==> src/rtl/cfr_pkg.sv <==
// ----------------------------------------------------------------------------
// cfr_pkg
// Shared types and constants of the clock frame replacer: request and result
// payloads, command and status codes, controller-to-datapath operations.
// ----------------------------------------------------------------------------
`default_nettype none

package cfr_pkg;

    localparam int NUM_FRAMES  = 64;
    localparam int FRAME_W     = $clog2(NUM_FRAMES);
    localparam int COUNT_W     = FRAME_W + 1;
    localparam int STEP_W      = FRAME_W + 2;
    localparam int CHUNK       = 8;
    localparam int CHUNK_W     = $clog2(CHUNK);
    localparam int CHUNK_IDX_W = FRAME_W - CHUNK_W;
    localparam int CFG_W       = 7;
    localparam logic [CFG_W-1:0] CFG_RESET = 7'd64;

    // command codes
    localparam logic [2:0] CMD_ALLOC   = 3'd0;
    localparam logic [2:0] CMD_INSTALL = 3'd1;
    localparam logic [2:0] CMD_RELEASE = 3'd2;
    localparam logic [2:0] CMD_TOUCH   = 3'd3;
    localparam logic [2:0] CMD_PIN     = 3'd4;
    localparam logic [2:0] CMD_UNPIN   = 3'd5;

    // page kinds
    localparam logic [1:0] KIND_RO   = 2'd0;
    localparam logic [1:0] KIND_FILE = 2'd1;

    // writeback actions
    localparam logic [1:0] WB_NONE = 2'd0;
    localparam logic [1:0] WB_DROP = 2'd1;
    localparam logic [1:0] WB_FILE = 2'd2;
    localparam logic [1:0] WB_SWAP = 2'd3;

    // result status
    localparam logic [1:0] ST_OK       = 2'd0;
    localparam logic [1:0] ST_NO_EVICT = 2'd1;
    localparam logic [1:0] ST_INVALID  = 2'd2;

    typedef struct packed {
        logic [2:0]         command;
        logic [FRAME_W-1:0] frame;
        logic [1:0]         page_type;
        logic               is_write;
    } t_item;

    typedef struct packed {
        logic [FRAME_W-1:0] granted_frame;
        logic               evicted;
        logic [1:0]         writeback;
        logic [1:0]         status;
    } t_result;

    typedef enum logic [3:0] {
        OP_NONE,
        OP_LATCH,
        OP_SCAN,
        OP_WALK_INIT,
        OP_WALK_STEP,
        OP_EVICT,
        OP_FAIL,
        OP_INST_LINK,
        OP_INST_DONE,
        OP_REL_READ,
        OP_REL_DONE,
        OP_SIMPLE,
        OP_ERROR
    } t_op;

    typedef struct packed {
        logic [2:0] command;
        logic       frame_taken;
        logic       frame_in_ring;
        logic       scan_hit;
        logic       scan_last;
        logic       ring_empty;
        logic       walk_evict;
        logic       walk_last;
    } t_dp_stat;

endpackage

`default_nettype wire

==> src/rtl/clock_frame_replacer_unit.sv <==
// Touch, pin, unpin and errors finish in the decode state; install and release
// go to a ring update state; free-pool alloc scans one 8-frame chunk per cycle.
// Alloc by eviction scans every chunk, then walks the hand up to 2 * ring size steps.
// One request at a time; busy drops in the strobe cycle, the receiver cannot stall.
// Synchronous reset clears all frame flags and the ring at once, no sweep.
// ----------------------------------------------------------------------------
// clock_frame_replacer_unit
// Frame table with second-chance (clock) replacement: top level joining the
// sequencer and the datapath.
// ----------------------------------------------------------------------------
`default_nettype none

module clock_frame_replacer_unit (
    input  wire logic                      i_clk,
    input  wire logic                      i_rst_n,
    input  wire logic                      start,
    output logic                           busy,
    input  wire cfr_pkg::t_item            i_item,
    input  wire logic                      i_cfg_we,
    input  wire logic [cfr_pkg::CFG_W-1:0] i_cfg_data,
    output logic                           o_done,
    output cfr_pkg::t_result               o_result
);

    cfr_pkg::t_op      op;
    cfr_pkg::t_dp_stat stat;

    // sequencer
    cfr_ctrl u_ctrl (
        .i_clk   (i_clk),
        .i_rst_n (i_rst_n),
        .i_start (start),
        .i_stat  (stat),
        .o_op    (op),
        .o_busy  (busy),
        .o_done  (o_done)
    );

    // frame table and ring
    cfr_datapath u_datapath (
        .i_clk      (i_clk),
        .i_rst_n    (i_rst_n),
        .i_op       (op),
        .i_item     (i_item),
        .i_cfg_we   (i_cfg_we),
        .i_cfg_data (i_cfg_data),
        .o_stat     (stat),
        .o_result   (o_result)
    );

endmodule

`default_nettype wire

==> src/rtl/cfr_datapath.sv <==
// ----------------------------------------------------------------------------
// cfr_datapath
// Frame flags, ring link memories, ring registers and result register.
// Carries out one operation per cycle as commanded by the controller.
// ----------------------------------------------------------------------------
`default_nettype none

module cfr_datapath (
    input  wire logic                      i_clk,
    input  wire logic                      i_rst_n,
    input  wire cfr_pkg::t_op              i_op,
    input  wire cfr_pkg::t_item            i_item,
    input  wire logic                      i_cfg_we,
    input  wire logic [cfr_pkg::CFG_W-1:0] i_cfg_data,
    output cfr_pkg::t_dp_stat              o_stat,
    output cfr_pkg::t_result               o_result
);

    localparam int FW = cfr_pkg::FRAME_W;
    localparam int NF = cfr_pkg::NUM_FRAMES;
    localparam int CHUNK_W_L = cfr_pkg::CHUNK_W;

    // latched request
    cfr_pkg::t_item r_item;

    // per-frame flags
    logic [NF-1:0] r_alloc, n_alloc;
    logic [NF-1:0] r_ring, n_ring;
    logic [NF-1:0] r_acc, n_acc;
    logic [NF-1:0] r_dirty, n_dirty;
    logic [NF-1:0] r_pin, n_pin;

    // ring registers
    logic [FW-1:0]                  r_first, n_first;
    logic [FW-1:0]                  r_last, n_last;
    logic [cfr_pkg::COUNT_W-1:0]    r_count, n_count;
    logic [FW-1:0]                  r_hand, n_hand;
    logic                           r_at_end, n_at_end;
    logic [cfr_pkg::STEP_W-1:0]     r_steps, n_steps;
    logic [cfr_pkg::CHUNK_IDX_W-1:0] r_chunk, n_chunk;
    logic [cfr_pkg::CFG_W-1:0]      r_fiu;
    cfr_pkg::t_result               r_result, n_result;

    // link and kind memories
    logic [FW-1:0] next_mem [NF];
    logic [FW-1:0] prev_mem [NF];
    logic [1:0]    kind_mem [NF];
    logic [FW-1:0] r_next_rd, r_prev_rd;
    logic [1:0]    r_kind_rd;
    logic [FW-1:0] rd_addr;
    logic          next_we, prev_we, kind_we;
    logic [FW-1:0] next_wa, next_wd, prev_wa, prev_wd;

    // scan and walk helpers
    logic                  scan_hit;
    logic [CHUNK_W_L-1:0]  scan_j;
    logic [FW-1:0]         walk_h;
    logic                  rm_en;
    logic [FW-1:0]         rm_f;
    logic [1:0]            wb;

    // find lowest free frame of the current chunk below the pool limit
    always_comb begin
        logic [FW-1:0] idx;
        scan_hit = 1'b0;
        scan_j   = '0;
        for (int j = cfr_pkg::CHUNK - 1; j >= 0; j--) begin
            idx = {r_chunk, CHUNK_W_L'(j)};
            if (!r_alloc[idx] && ({1'b0, idx} < r_fiu)) begin
                scan_hit = 1'b1;
                scan_j   = CHUNK_W_L'(j);
            end
        end
    end

    // advance the hand
    assign walk_h = (r_at_end || r_hand == r_last) ? r_first : r_next_rd;

    // writeback action of the victim
    always_comb begin
        case (r_kind_rd)
            cfr_pkg::KIND_RO:   wb = cfr_pkg::WB_DROP;
            cfr_pkg::KIND_FILE: wb = r_dirty[r_hand] ? cfr_pkg::WB_FILE : cfr_pkg::WB_DROP;
            default:            wb = cfr_pkg::WB_SWAP;
        endcase
    end

    assign rm_en = (i_op == cfr_pkg::OP_EVICT) ||
                   (i_op == cfr_pkg::OP_REL_DONE && r_ring[r_item.frame]);
    assign rm_f  = (i_op == cfr_pkg::OP_EVICT) ? r_hand : r_item.frame;

    // memory read address
    always_comb begin
        case (i_op)
            cfr_pkg::OP_WALK_INIT: rd_addr = r_hand;
            cfr_pkg::OP_WALK_STEP: rd_addr = walk_h;
            default:               rd_addr = r_item.frame;
        endcase
    end

    // next-state logic
    always_comb begin
        n_alloc  = r_alloc;
        n_ring   = r_ring;
        n_acc    = r_acc;
        n_dirty  = r_dirty;
        n_pin    = r_pin;
        n_first  = r_first;
        n_last   = r_last;
        n_count  = r_count;
        n_hand   = r_hand;
        n_at_end = r_at_end;
        n_steps  = r_steps;
        n_chunk  = r_chunk;
        n_result = r_result;
        next_we  = 1'b0;
        prev_we  = 1'b0;
        kind_we  = 1'b0;
        next_wa  = r_item.frame;
        next_wd  = r_item.frame;
        prev_wa  = r_item.frame;
        prev_wd  = r_item.frame;

        case (i_op)
            cfr_pkg::OP_LATCH: begin
                n_chunk = '0;
            end
            cfr_pkg::OP_SCAN: begin
                if (scan_hit) begin
                    n_alloc[{r_chunk, scan_j}] = 1'b1;
                    n_ring[{r_chunk, scan_j}]  = 1'b0;
                    n_acc[{r_chunk, scan_j}]   = 1'b0;
                    n_dirty[{r_chunk, scan_j}] = 1'b0;
                    n_pin[{r_chunk, scan_j}]   = 1'b0;
                    n_result = '{granted_frame: {r_chunk, scan_j}, evicted: 1'b0,
                                 writeback: cfr_pkg::WB_NONE, status: cfr_pkg::ST_OK};
                end else begin
                    n_chunk = r_chunk + 1'b1;
                end
            end
            cfr_pkg::OP_WALK_INIT: begin
                n_steps = '0;
            end
            cfr_pkg::OP_WALK_STEP: begin
                n_hand   = walk_h;
                n_at_end = 1'b0;
                n_steps  = r_steps + 1'b1;
                if (!r_pin[walk_h] && r_acc[walk_h]) begin
                    n_acc[walk_h] = 1'b0;
                end
            end
            cfr_pkg::OP_EVICT: begin
                n_alloc[r_hand] = 1'b1;
                n_acc[r_hand]   = 1'b0;
                n_dirty[r_hand] = 1'b0;
                n_pin[r_hand]   = 1'b0;
                n_result = '{granted_frame: r_hand, evicted: 1'b1,
                             writeback: wb, status: cfr_pkg::ST_OK};
            end
            cfr_pkg::OP_FAIL: begin
                n_result = '{granted_frame: '0, evicted: 1'b0,
                             writeback: cfr_pkg::WB_NONE, status: cfr_pkg::ST_NO_EVICT};
            end
            cfr_pkg::OP_INST_LINK: begin
                prev_we = 1'b1;
                prev_wd = (r_count == '0) ? r_item.frame : r_last;
                if (r_count != '0) begin
                    next_we = 1'b1;
                    next_wa = r_last;
                end
            end
            cfr_pkg::OP_INST_DONE: begin
                next_we = 1'b1;
                kind_we = 1'b1;
                if (r_count == '0) begin
                    n_first = r_item.frame;
                end
                n_last = r_item.frame;
                n_ring[r_item.frame] = 1'b1;
                n_count = r_count + 1'b1;
                n_result = '{granted_frame: '0, evicted: 1'b0,
                             writeback: cfr_pkg::WB_NONE, status: cfr_pkg::ST_OK};
            end
            cfr_pkg::OP_REL_DONE: begin
                n_alloc[r_item.frame] = 1'b0;
                n_acc[r_item.frame]   = 1'b0;
                n_dirty[r_item.frame] = 1'b0;
                n_pin[r_item.frame]   = 1'b0;
                n_result = '{granted_frame: '0, evicted: 1'b0,
                             writeback: cfr_pkg::WB_NONE, status: cfr_pkg::ST_OK};
            end
            cfr_pkg::OP_SIMPLE: begin
                case (r_item.command)
                    cfr_pkg::CMD_TOUCH: begin
                        n_acc[r_item.frame] = 1'b1;
                        if (r_item.is_write) begin
                            n_dirty[r_item.frame] = 1'b1;
                        end
                    end
                    cfr_pkg::CMD_PIN:   n_pin[r_item.frame] = 1'b1;
                    default:            n_pin[r_item.frame] = 1'b0;
                endcase
                n_result = '{granted_frame: '0, evicted: 1'b0,
                             writeback: cfr_pkg::WB_NONE, status: cfr_pkg::ST_OK};
            end
            cfr_pkg::OP_ERROR: begin
                n_result = '{granted_frame: '0, evicted: 1'b0,
                             writeback: cfr_pkg::WB_NONE, status: cfr_pkg::ST_INVALID};
            end
            default: begin
            end
        endcase

        // unlink a frame from the ring
        if (rm_en) begin
            if (!r_at_end && r_hand == rm_f) begin
                if (rm_f == r_last) begin
                    n_at_end = 1'b1;
                end else begin
                    n_hand = r_next_rd;
                end
            end
            if (rm_f == r_first) begin
                n_first = r_next_rd;
            end else begin
                next_we = 1'b1;
                next_wa = r_prev_rd;
                next_wd = r_next_rd;
            end
            if (rm_f == r_last) begin
                n_last = r_prev_rd;
            end else begin
                prev_we = 1'b1;
                prev_wa = r_next_rd;
                prev_wd = r_prev_rd;
            end
            n_ring[rm_f] = 1'b0;
            if (r_count != '0) begin
                n_count = r_count - 1'b1;
            end
            if (r_count <= cfr_pkg::COUNT_W'(1)) begin
                n_first  = '0;
                n_last   = '0;
                n_at_end = 1'b1;
            end
        end
    end

    // hold control state
    always_ff @(posedge i_clk) begin
        if (!i_rst_n) begin
            r_alloc  <= '0;
            r_ring   <= '0;
            r_acc    <= '0;
            r_dirty  <= '0;
            r_pin    <= '0;
            r_first  <= '0;
            r_last   <= '0;
            r_count  <= '0;
            r_hand   <= '0;
            r_at_end <= 1'b1;
            r_fiu    <= cfr_pkg::CFG_RESET;
        end else begin
            r_alloc  <= n_alloc;
            r_ring   <= n_ring;
            r_acc    <= n_acc;
            r_dirty  <= n_dirty;
            r_pin    <= n_pin;
            r_first  <= n_first;
            r_last   <= n_last;
            r_count  <= n_count;
            r_hand   <= n_hand;
            r_at_end <= n_at_end;
            if (i_cfg_we) begin
                r_fiu <= i_cfg_data;
            end
        end
    end

    // hold payload registers
    always_ff @(posedge i_clk) begin
        if (i_op == cfr_pkg::OP_LATCH) begin
            r_item <= i_item;
        end
        r_steps  <= n_steps;
        r_chunk  <= n_chunk;
        r_result <= n_result;
    end

    // link and kind memories
    always_ff @(posedge i_clk) begin
        if (next_we) begin
            next_mem[next_wa] <= next_wd;
        end
        if (prev_we) begin
            prev_mem[prev_wa] <= prev_wd;
        end
        if (kind_we) begin
            kind_mem[r_item.frame] <= r_item.page_type;
        end
        r_next_rd <= next_mem[rd_addr];
        r_prev_rd <= prev_mem[rd_addr];
        r_kind_rd <= kind_mem[rd_addr];
    end

    // status to the controller
    assign o_stat.command       = r_item.command;
    assign o_stat.frame_taken   = r_alloc[r_item.frame];
    assign o_stat.frame_in_ring = r_ring[r_item.frame];
    assign o_stat.scan_hit      = scan_hit;
    assign o_stat.scan_last     = (r_chunk == '1);
    assign o_stat.ring_empty    = (r_count == '0);
    assign o_stat.walk_evict    = !r_pin[walk_h] && !r_acc[walk_h];
    assign o_stat.walk_last     = ((r_steps + 1'b1) == {r_count, 1'b0});

    assign o_result = r_result;

endmodule

`default_nettype wire

==> src/rtl/cfr_ctrl.sv <==
// ----------------------------------------------------------------------------
// cfr_ctrl
// Sequencer of the clock frame replacer: decodes a request and steps the
// datapath through free scan, hand walk, eviction and ring updates.
// ----------------------------------------------------------------------------
`default_nettype none

module cfr_ctrl (
    input  wire logic              i_clk,
    input  wire logic              i_rst_n,
    input  wire logic              i_start,
    input  wire cfr_pkg::t_dp_stat i_stat,
    output cfr_pkg::t_op           o_op,
    output logic                   o_busy,
    output logic                   o_done
);

    typedef enum logic [3:0] {
        S_IDLE,
        S_DECODE,
        S_SCAN,
        S_WINIT,
        S_WALK,
        S_EVICT,
        S_FAIL,
        S_INST,
        S_REL
    } t_state;

    t_state r_state, n_state;
    logic   r_done, n_done;

    // pick the datapath operation and the next state
    always_comb begin
        n_state = r_state;
        n_done  = 1'b0;
        o_op    = cfr_pkg::OP_NONE;
        unique case (r_state)
            S_IDLE: begin
                if (i_start) begin
                    o_op    = cfr_pkg::OP_LATCH;
                    n_state = S_DECODE;
                end
            end
            S_DECODE: begin
                if (i_stat.command == cfr_pkg::CMD_ALLOC) begin
                    n_state = S_SCAN;
                end else if (i_stat.command > cfr_pkg::CMD_UNPIN || !i_stat.frame_taken ||
                             (i_stat.command == cfr_pkg::CMD_INSTALL &&
                              i_stat.frame_in_ring)) begin
                    o_op    = cfr_pkg::OP_ERROR;
                    n_state = S_IDLE;
                    n_done  = 1'b1;
                end else if (i_stat.command == cfr_pkg::CMD_INSTALL) begin
                    o_op    = cfr_pkg::OP_INST_LINK;
                    n_state = S_INST;
                end else if (i_stat.command == cfr_pkg::CMD_RELEASE) begin
                    o_op    = cfr_pkg::OP_REL_READ;
                    n_state = S_REL;
                end else begin
                    o_op    = cfr_pkg::OP_SIMPLE;
                    n_state = S_IDLE;
                    n_done  = 1'b1;
                end
            end
            S_SCAN: begin
                o_op = cfr_pkg::OP_SCAN;
                if (i_stat.scan_hit) begin
                    n_state = S_IDLE;
                    n_done  = 1'b1;
                end else if (i_stat.scan_last) begin
                    n_state = S_WINIT;
                end
            end
            S_WINIT: begin
                if (i_stat.ring_empty) begin
                    o_op    = cfr_pkg::OP_FAIL;
                    n_state = S_IDLE;
                    n_done  = 1'b1;
                end else begin
                    o_op    = cfr_pkg::OP_WALK_INIT;
                    n_state = S_WALK;
                end
            end
            S_WALK: begin
                o_op = cfr_pkg::OP_WALK_STEP;
                if (i_stat.walk_evict) begin
                    n_state = S_EVICT;
                end else if (i_stat.walk_last) begin
                    n_state = S_FAIL;
                end
            end
            S_EVICT: begin
                o_op    = cfr_pkg::OP_EVICT;
                n_state = S_IDLE;
                n_done  = 1'b1;
            end
            S_FAIL: begin
                o_op    = cfr_pkg::OP_FAIL;
                n_state = S_IDLE;
                n_done  = 1'b1;
            end
            S_INST: begin
                o_op    = cfr_pkg::OP_INST_DONE;
                n_state = S_IDLE;
                n_done  = 1'b1;
            end
            S_REL: begin
                o_op    = cfr_pkg::OP_REL_DONE;
                n_state = S_IDLE;
                n_done  = 1'b1;
            end
            default: begin
                n_state = S_IDLE;
            end
        endcase
    end

    // hold state and done strobe
    always_ff @(posedge i_clk) begin
        if (!i_rst_n) begin
            r_state <= S_IDLE;
            r_done  <= 1'b0;
        end else begin
            r_state <= n_state;
            r_done  <= n_done;
        end
    end

    assign o_busy = (r_state != S_IDLE);
    assign o_done = r_done;

endmodule

`default_nettype wire
==> config.mk <==
export PLATFORM = sky130hd
export DESIGN_NAME = clock_frame_replacer_unit
export DESIGN_NICKNAME = d
export VERILOG_FILES = /design/src/rtl/cfr_pkg.sv /design/src/rtl/clock_frame_replacer_unit.sv /design/src/rtl/cfr_datapath.sv /design/src/rtl/cfr_ctrl.sv
export SDC_FILE = /design/constraint.sdc
export NUM_CORES = 2
export LEC_CHECK = 0
export BUFFER_PORTS_ARGS = -buffer_cell sky130_fd_sc_hd__clkbuf_2
export CELL_PAD_IN_SITES_DETAIL_PLACEMENT = 1
export CELL_PAD_IN_SITES_GLOBAL_PLACEMENT = 2
export CORE_MARGIN = 2
export CORE_UTILIZATION = 42
export DETAILED_ROUTE_END_ITERATION = 7
export PLACE_DENSITY_LB_ADDON = 0.1
export SLEW_MARGIN = 20
export SYNTH_ARGS = -nofsm -noshare
export SYNTH_HDL_FRONTEND = slang
export SYNTH_SLANG_ARGS = --single-unit
==> constraint.sdc <==
create_clock -name i_clk -period 8.2 [get_ports i_clk]
set_input_delay 0.82 -clock i_clk [delete_from_list [all_inputs] [get_ports i_clk]]
set_output_delay 0.82 -clock i_clk [all_outputs]
set_load 0.005 [all_outputs]
Word level (Yosys, flattened, before mapping). Memories as Yosys holds them, arrays and structs flattened. A register that Yosys moved wholly into a read port is not among the register bits. Index checks and enable logic that the tools add are counted.

$add $sub $neg: 4. Multiply operators: 0. Divide/modulo/power cells: 0. Magnitude comparators: 28. Equality and inequality tests: 39. Shift operators: 0. Mux-type cells: 150. Bitwise gates (word level): 24. Reduce and logical (&&, ||, !) cells: 55.

Operator list (count): $and 64x64->64 (13); $mux 64 (10); $pmux 64 s4 (2); $or 64x64->64 (6); $not 64->64 (5); $pmux 64 s5 (1); $pmux 64 s2 (2); $pmux 64 s3 (1); $mux 6 (27); $lt 6x7->1 const B (13); $lt 6x7->1 (8); $pmux 11 s5 (1); $mux 1 (51); $mux 4 (12); $pmux 4 s9 (1); $mux 3 (11); $eq 4x3->1 const B (8); $bmux 1 s6 (5); $demux 1 s6 (5); $ge 6x1->1 const B (5); $bmux 1 s3 (8); $eq 6x6->1 (4); $mux 7 (3); $eq 4x4->1 const B (5); other kinds (43) (93).

Flip-flop bits (word level): 392. Bits in latches: 0. Memory bits (writable): 896. Bits in read-only memories: 0. Output and inout bits: 13. Logic and storage cells: 326. Memories: 3.

Memories: u_datapath.next_mem (depth 64, bits a word 6, read ports 1, clocked after Yosys merged registers in 1, wr ports 1, line cfr_datapath.sv:45) `logic [FW-1:0] next_mem [NF];`; u_datapath.prev_mem (depth 64, bits a word 6, read ports 1, clocked after Yosys merged registers in 1, wr ports 1, line cfr_datapath.sv:46) `logic [FW-1:0] prev_mem [NF];`; u_datapath.kind_mem (depth 64, bits a word 2, read ports 1, clocked after Yosys merged registers in 1, wr ports 1, line cfr_datapath.sv:47) `logic [1:0] kind_mem [NF];`.

Logic depth before layout (Yosys ltp).
Word-level depth: 22. Depth in mapped cells: 18. Mapped depth without buffers: 13.

By module. Synthesis repeated with hierarchy kept, for this count alone.

Cell total of the unflattened synthesis: 6287. Area total of the unflattened synthesis: 62855.3 sq um.

By module, submodules not included: cfr_datapath (instances 1, cells an instance 6217, area an instance 62321.0 sq um, seq. area each 35273.8 sq um); cfr_ctrl (instances 1, cells an instance 70, area an instance 534.3 sq um, seq. area each 100.1 sq um).

Worst setup path after synthesis. No wires, ideal clock.

Path kind: flip-flop to flip-flop. Start point: register u_ctrl.r_state[0]. End point: memory u_datapath.next_mem[0][2] (netlist bit), data pin. Arrival time: 5153 ps. Path slack: 2345 ps. Cell stages (with the launch flop): 13. Path buffers: 3. Period minus slack after synthesis: 5855 ps. Cell sequence: dfxtp_1 > clkbuf_1 > nor2b_1 > nand2_1 > inv_1 > clkbuf_1 > mux2i_1 > xnor2_1 > nor4_1 > nand3_1 > and2_1 > clkbuf_1 > o21ai_0.

Word-level cells in the longest chain between the ends: 7. Elaborated cells between the ends (all ways): 18. Those cells by class: eq/ne (11); mux (4); reduce/logical (3).

RTL lines: from (decl) (line cfr_ctrl.sv:30) `t_state r_state, n_state;`; from (signal assigned) (line cfr_ctrl.sv:125) `r_state <= n_state;`; $eq 4x4->1 (tied with other cells) (line cfr_ctrl.sv:38) `unique case (r_state)`; $pmux 4 s9 (*) (line cfr_ctrl.sv:38); $eq 4x3->1 (line cfr_datapath.sv:88, cfr_datapath.sv:90); $mux 6 (line cfr_datapath.sv:90) `assign rm_f = (i_op == cfr_pkg::OP_EVICT) ? r_hand : r_item.frame;`; $eq 6x6->1 (line cfr_datapath.sv:223) `if (rm_f == r_first) begin`; $mux 6 (line cfr_datapath.sv:223); $mux 6 (*) (line cfr_datapath.sv:215) `if (rm_en) begin`; via u_datapath.next_wd[2] (line cfr_datapath.sv:52) `logic [FW-1:0] next_wa, next_wd, prev_wa, prev_wd;`; to (decl) (line cfr_datapath.sv:45).

Mark *: on every way through the listed nets, which the timed path passes. The rest lies on a longest branch.

==> flow_summary.yaml <==
synthesis:
  synth_edf_count: 930
  synth-xor-area-share_pct: 0.6277
  ys.flop_type: "edfxtp_1"
  syn_nets: 6143
  synth_compound_area_share_pct: 18.46
  synthAdderAreaFrac_pct: 0.2038
  netlist_area_um2: 61390
  netlist.area_leader.share_pct: 45.49
  yosysTopAreaCell: "edfxtp_1"
  ys_async_sr_fraction_pct: 0
  synth_area_leaders: "edfxtp_1 45%, dfxtp_1 12%, nand2_1 6.9%, nand3_1 3.7%, nor2_1 2.8%"
  muxShareOfSynthArea_pct: 2.048
  synth_cell_types: 87
  avgSynthCellArea_um2: 10.05
  synth_seq_cells: 1302
  synth_simple_gate_area_share_pct: 17.46
  synth_top_family_by_area: "compound AO/OA/AOI/OAI gates"
  yosys_warnings: 0
  yosysSeqAreaShare_pct: 57.62
  synthCells: 6110
worst_setup_path:
  worst-path-buf-inv: 2
  rr_startpoint: "u_datapath.r_item[7]$_DFFE_PP_"
  endpoint_kind: "flop"
  worst-r2r-setup-slack_ns: 1.38
  cp.arrival_ns: 7.32
  crit_type: "flop to flop"
  startpoint_type: "flop"
  crit-reg2reg-capture: "u_datapath.o_result[5]$_DFFE_PP_"
  critical_path.cell_chain: "clkinv_1, nand2_1, o22a_1, nand3_1, a21oi_1, nor4_1, nor4_2, inv_1, o21ai_1"
  ff2ff_path_depth: 9
  critPathTopFamily: "simple AND/OR/NAND/NOR gates"
  crit_path_top_delay_cell: "edfxtp_1"
  worst_path_largest_cell_delay_ns: 1.11
  required_ns: 8.70
  crit_path_max_fanout: 23
die:
  io-pin-count: 36
  dieWidth_um: 386.3
  start_util_pct: 42.23
  dieArea_um2: 149200
  core_um2: 145400
  die_y_um: 386.3
  rows: 140
clock_network:
  clock_path_buffers: 3
  clock-root-buffer: "clkbuf_16"
  cts_resized: 0
  clkLatencyLatePin_ns: 0.82
  htreeDepth: 4
  numCtsBuffers: 146
  cts_sinks: 1302
  post_cts_buffers: 0
  cts_tree: "built"
  ctsHoldBuffers: 0
  path_clk_slew_ns: 0.06
sta:
  rsz0062_at_grt: "false"
  max_freq_mhz: 146.6
  hold_violations: 0
  max-slew-margin-rel_pct: 17.38
  finalCriticalPeriod_ns: 6.822
  worst_slack_ns: 1.378
  slew_viol_final: 0
  finClkSkew_ns: 0.04061
  fin_setup_tns_ns: 0
  finalSetupViolCount: 0
  tightest_slew_ns: 1.238
  fin_crit_sh_pct: 83.19
layout:
  multi_input_area_um2: 24260
  fin_area_um2: 68890
  nFillCells: 15812
  fin_util_pct: 47.38
  syn2layout_area_growth_pct: 12.21
  seqCellArea_um2: 35370
  drive_gt1_share_pct: 9.568
  layout.nets: 6008
job:
  maxCapViolCount: 0
drt:
  ant_nets: 0
  drc: 0
  drt_iter0_drc: 5933
  dr_total_vias: 53362
  routedWlPerCell_um: 34.24
  wirelength_um: 274500
  via_per_inst: 6.656
  first_pass_iters: 6
worst_hold_path:
  hp-start: "i_item[9]"
  hold-path-cell-count: 1
  min_to: "u_datapath.o_stat[7]$_DFFE_PP_"
  hold_path_class: "primary input to flop"
power:
  comb_power_share_pct: 12.7
  intPower_mw: 11.31
  p_seq_share_pct: 46.1
  power_density_nw_per_um2: 228.9
  p_sw_share_pct: 28.27
  p_sw_mw: 4.459
  vdd_ir_drop_max_uv: 226.4
  p_clk_share_pct: 41.3
  leakagePower_nw: 22.66
  power.total_mw: 15.77
place:
  placed_area_um2: 64140
  dp_hpwl_um: 183700
  pre_cts_ws_ns: 1.704
  finalWeightedCongestion: 0.9863
  port_buffers: 35
global_route:
  grt_pass1_vias: 52993
  gr-usage-all-layers_pct: 36.37
  gr-total-overflow: 0
  antenna_found_initial: 23
  grt_max_degree: 99
  grt_pass1_wl_um: 390200
run_status:
  status: "finished clean"
## layout by cell type (no fill, tap or decap), types with 150 or more instances in the layout
cell,instances
a21oi_1,309
a311oi_1,177
buf_4,191
clkbuf_16,150
dfxtp_1,372
edfxtp_1,930
nand2_1,1115
nand3_1,458
nor2_1,447
o21ai_0,327
## worst max-delay path by stage
| stage | start | to | depth (start not counted) |
|---|---|---|---|
| 2_1_floorplan | u_ctrl.r_state[0]$_SDFFE_PN0P_ | u_datapath.next_mem[0][2]$_DFFE_PP_ | 12 |
| 3_3_place_gp | u_datapath.r_item[7]$_DFFE_PP_ | u_datapath.o_result[8]$_DFFE_PP_ | 10 |
| 3_5_place_dp | u_datapath.r_item[7]$_DFFE_PP_ | u_datapath.o_result[8]$_DFFE_PP_ | 10 |
| 4_1_cts | u_datapath.r_item[7]$_DFFE_PP_ | u_datapath.o_result[8]$_DFFE_PP_ | 10 |
| 5_1_grt | u_datapath.r_item[7]$_DFFE_PP_ | u_datapath.next_mem[44][1]$_DFFE_PP_ | 11 |
| 6_report | u_datapath.r_item[7]$_DFFE_PP_ | u_datapath.o_result[5]$_DFFE_PP_ | 9 |
## cell families after synthesis
family,after synthesis
xor gates and xnor gates,44
buffers and inverters,565
muxes,91
AOI/OAI and AO/OA,1665
adders and majority gates,10
DFF,1302
and+or+nand+nor,2433
## stage by stage
step                      hold WS [ns]  instances
final                           0.1983       8017
after CTS                       0.1563       8009
after floorplan                 0.4355       6110
after global placement          0.4466       7738
after detailed placement        0.4537       7743
after global routing            0.1698       8011
## routing by layer
metal	share of wire, %	vias to the layer above	wire (um)	track usage (%)
met5	0.054	-	147	0
met4	7.1	20	19620	22.86
met3	9.0	922	24750	9.170
met2	45	2788	122500	55.67
met1	39	26879	107500	46.04
li1	-	22753	-	-
## sequential cells by signal, summed over array words and instances (netlist names), 8 cells and up
register,count
u_datapath.o_result,11
u_datapath.next_mem,384
u_datapath.r_ring,64
u_datapath.kind_mem,128
u_datapath.r_item,9
u_datapath.r_pin,64
u_datapath.r_steps,8
u_datapath.r_acc,64
u_datapath.r_dirty,64
u_datapath.prev_mem,384
u_datapath.r_alloc,64
## power by group through the flow
stage	Combinational (mW)	Clock, mW	Sequential, mW
3_5_place_dp	1.96	0	7.40
4_1_cts	1.96	6.58	7.26
2_1_floorplan	1.08	0	7.34
5_1_grt	2.09	6.83	7.26
6_report	2.00	6.51	7.27
3_3_place_gp	1.93	0	7.40
## cell usage after synthesis, drive strengths merged (21+ instances only)
| library cell | instances |
|---|---|
| and2 | 41 |
| mux4 | 26 |
| xor2 | 22 |
| xnor2 | 22 |
| o21ai | 339 |
| clkbuf | 422 |
| nor2b | 21 |
| o22ai | 94 |
| nand2 | 1122 |
| nand2b | 25 |
| and3 | 85 |
| nand3 | 459 |
| a211oi | 69 |
| edfxtp | 930 |
| buf | 105 |
| nor2 | 464 |
| or3 | 34 |
| dfxtp | 372 |
| o221ai | 84 |
| inv | 34 |
| a21oi | 314 |
| a31oi | 63 |
| a22oi | 116 |
| nor3 | 94 |
| a221oi | 119 |
| a22o | 29 |
| a311oi | 177 |
| o211ai | 78 |
| o31ai | 79 |
| mux2i | 48 |
## final cells by class
class / instances / area share [%]
clock buffer: 204 / 6.019
multi-input combinational: 4243 / 35.22
sequential: 1302 / 51.35
clock inverter: 62 / 0.8191
antenna: 7 / 0.02543
inverter: 38 / 0.2143
tap: 1917 / 3.482
timing repair buffer: 244 / 2.875
Note: power is estimated with default switching activity, not from simulation.
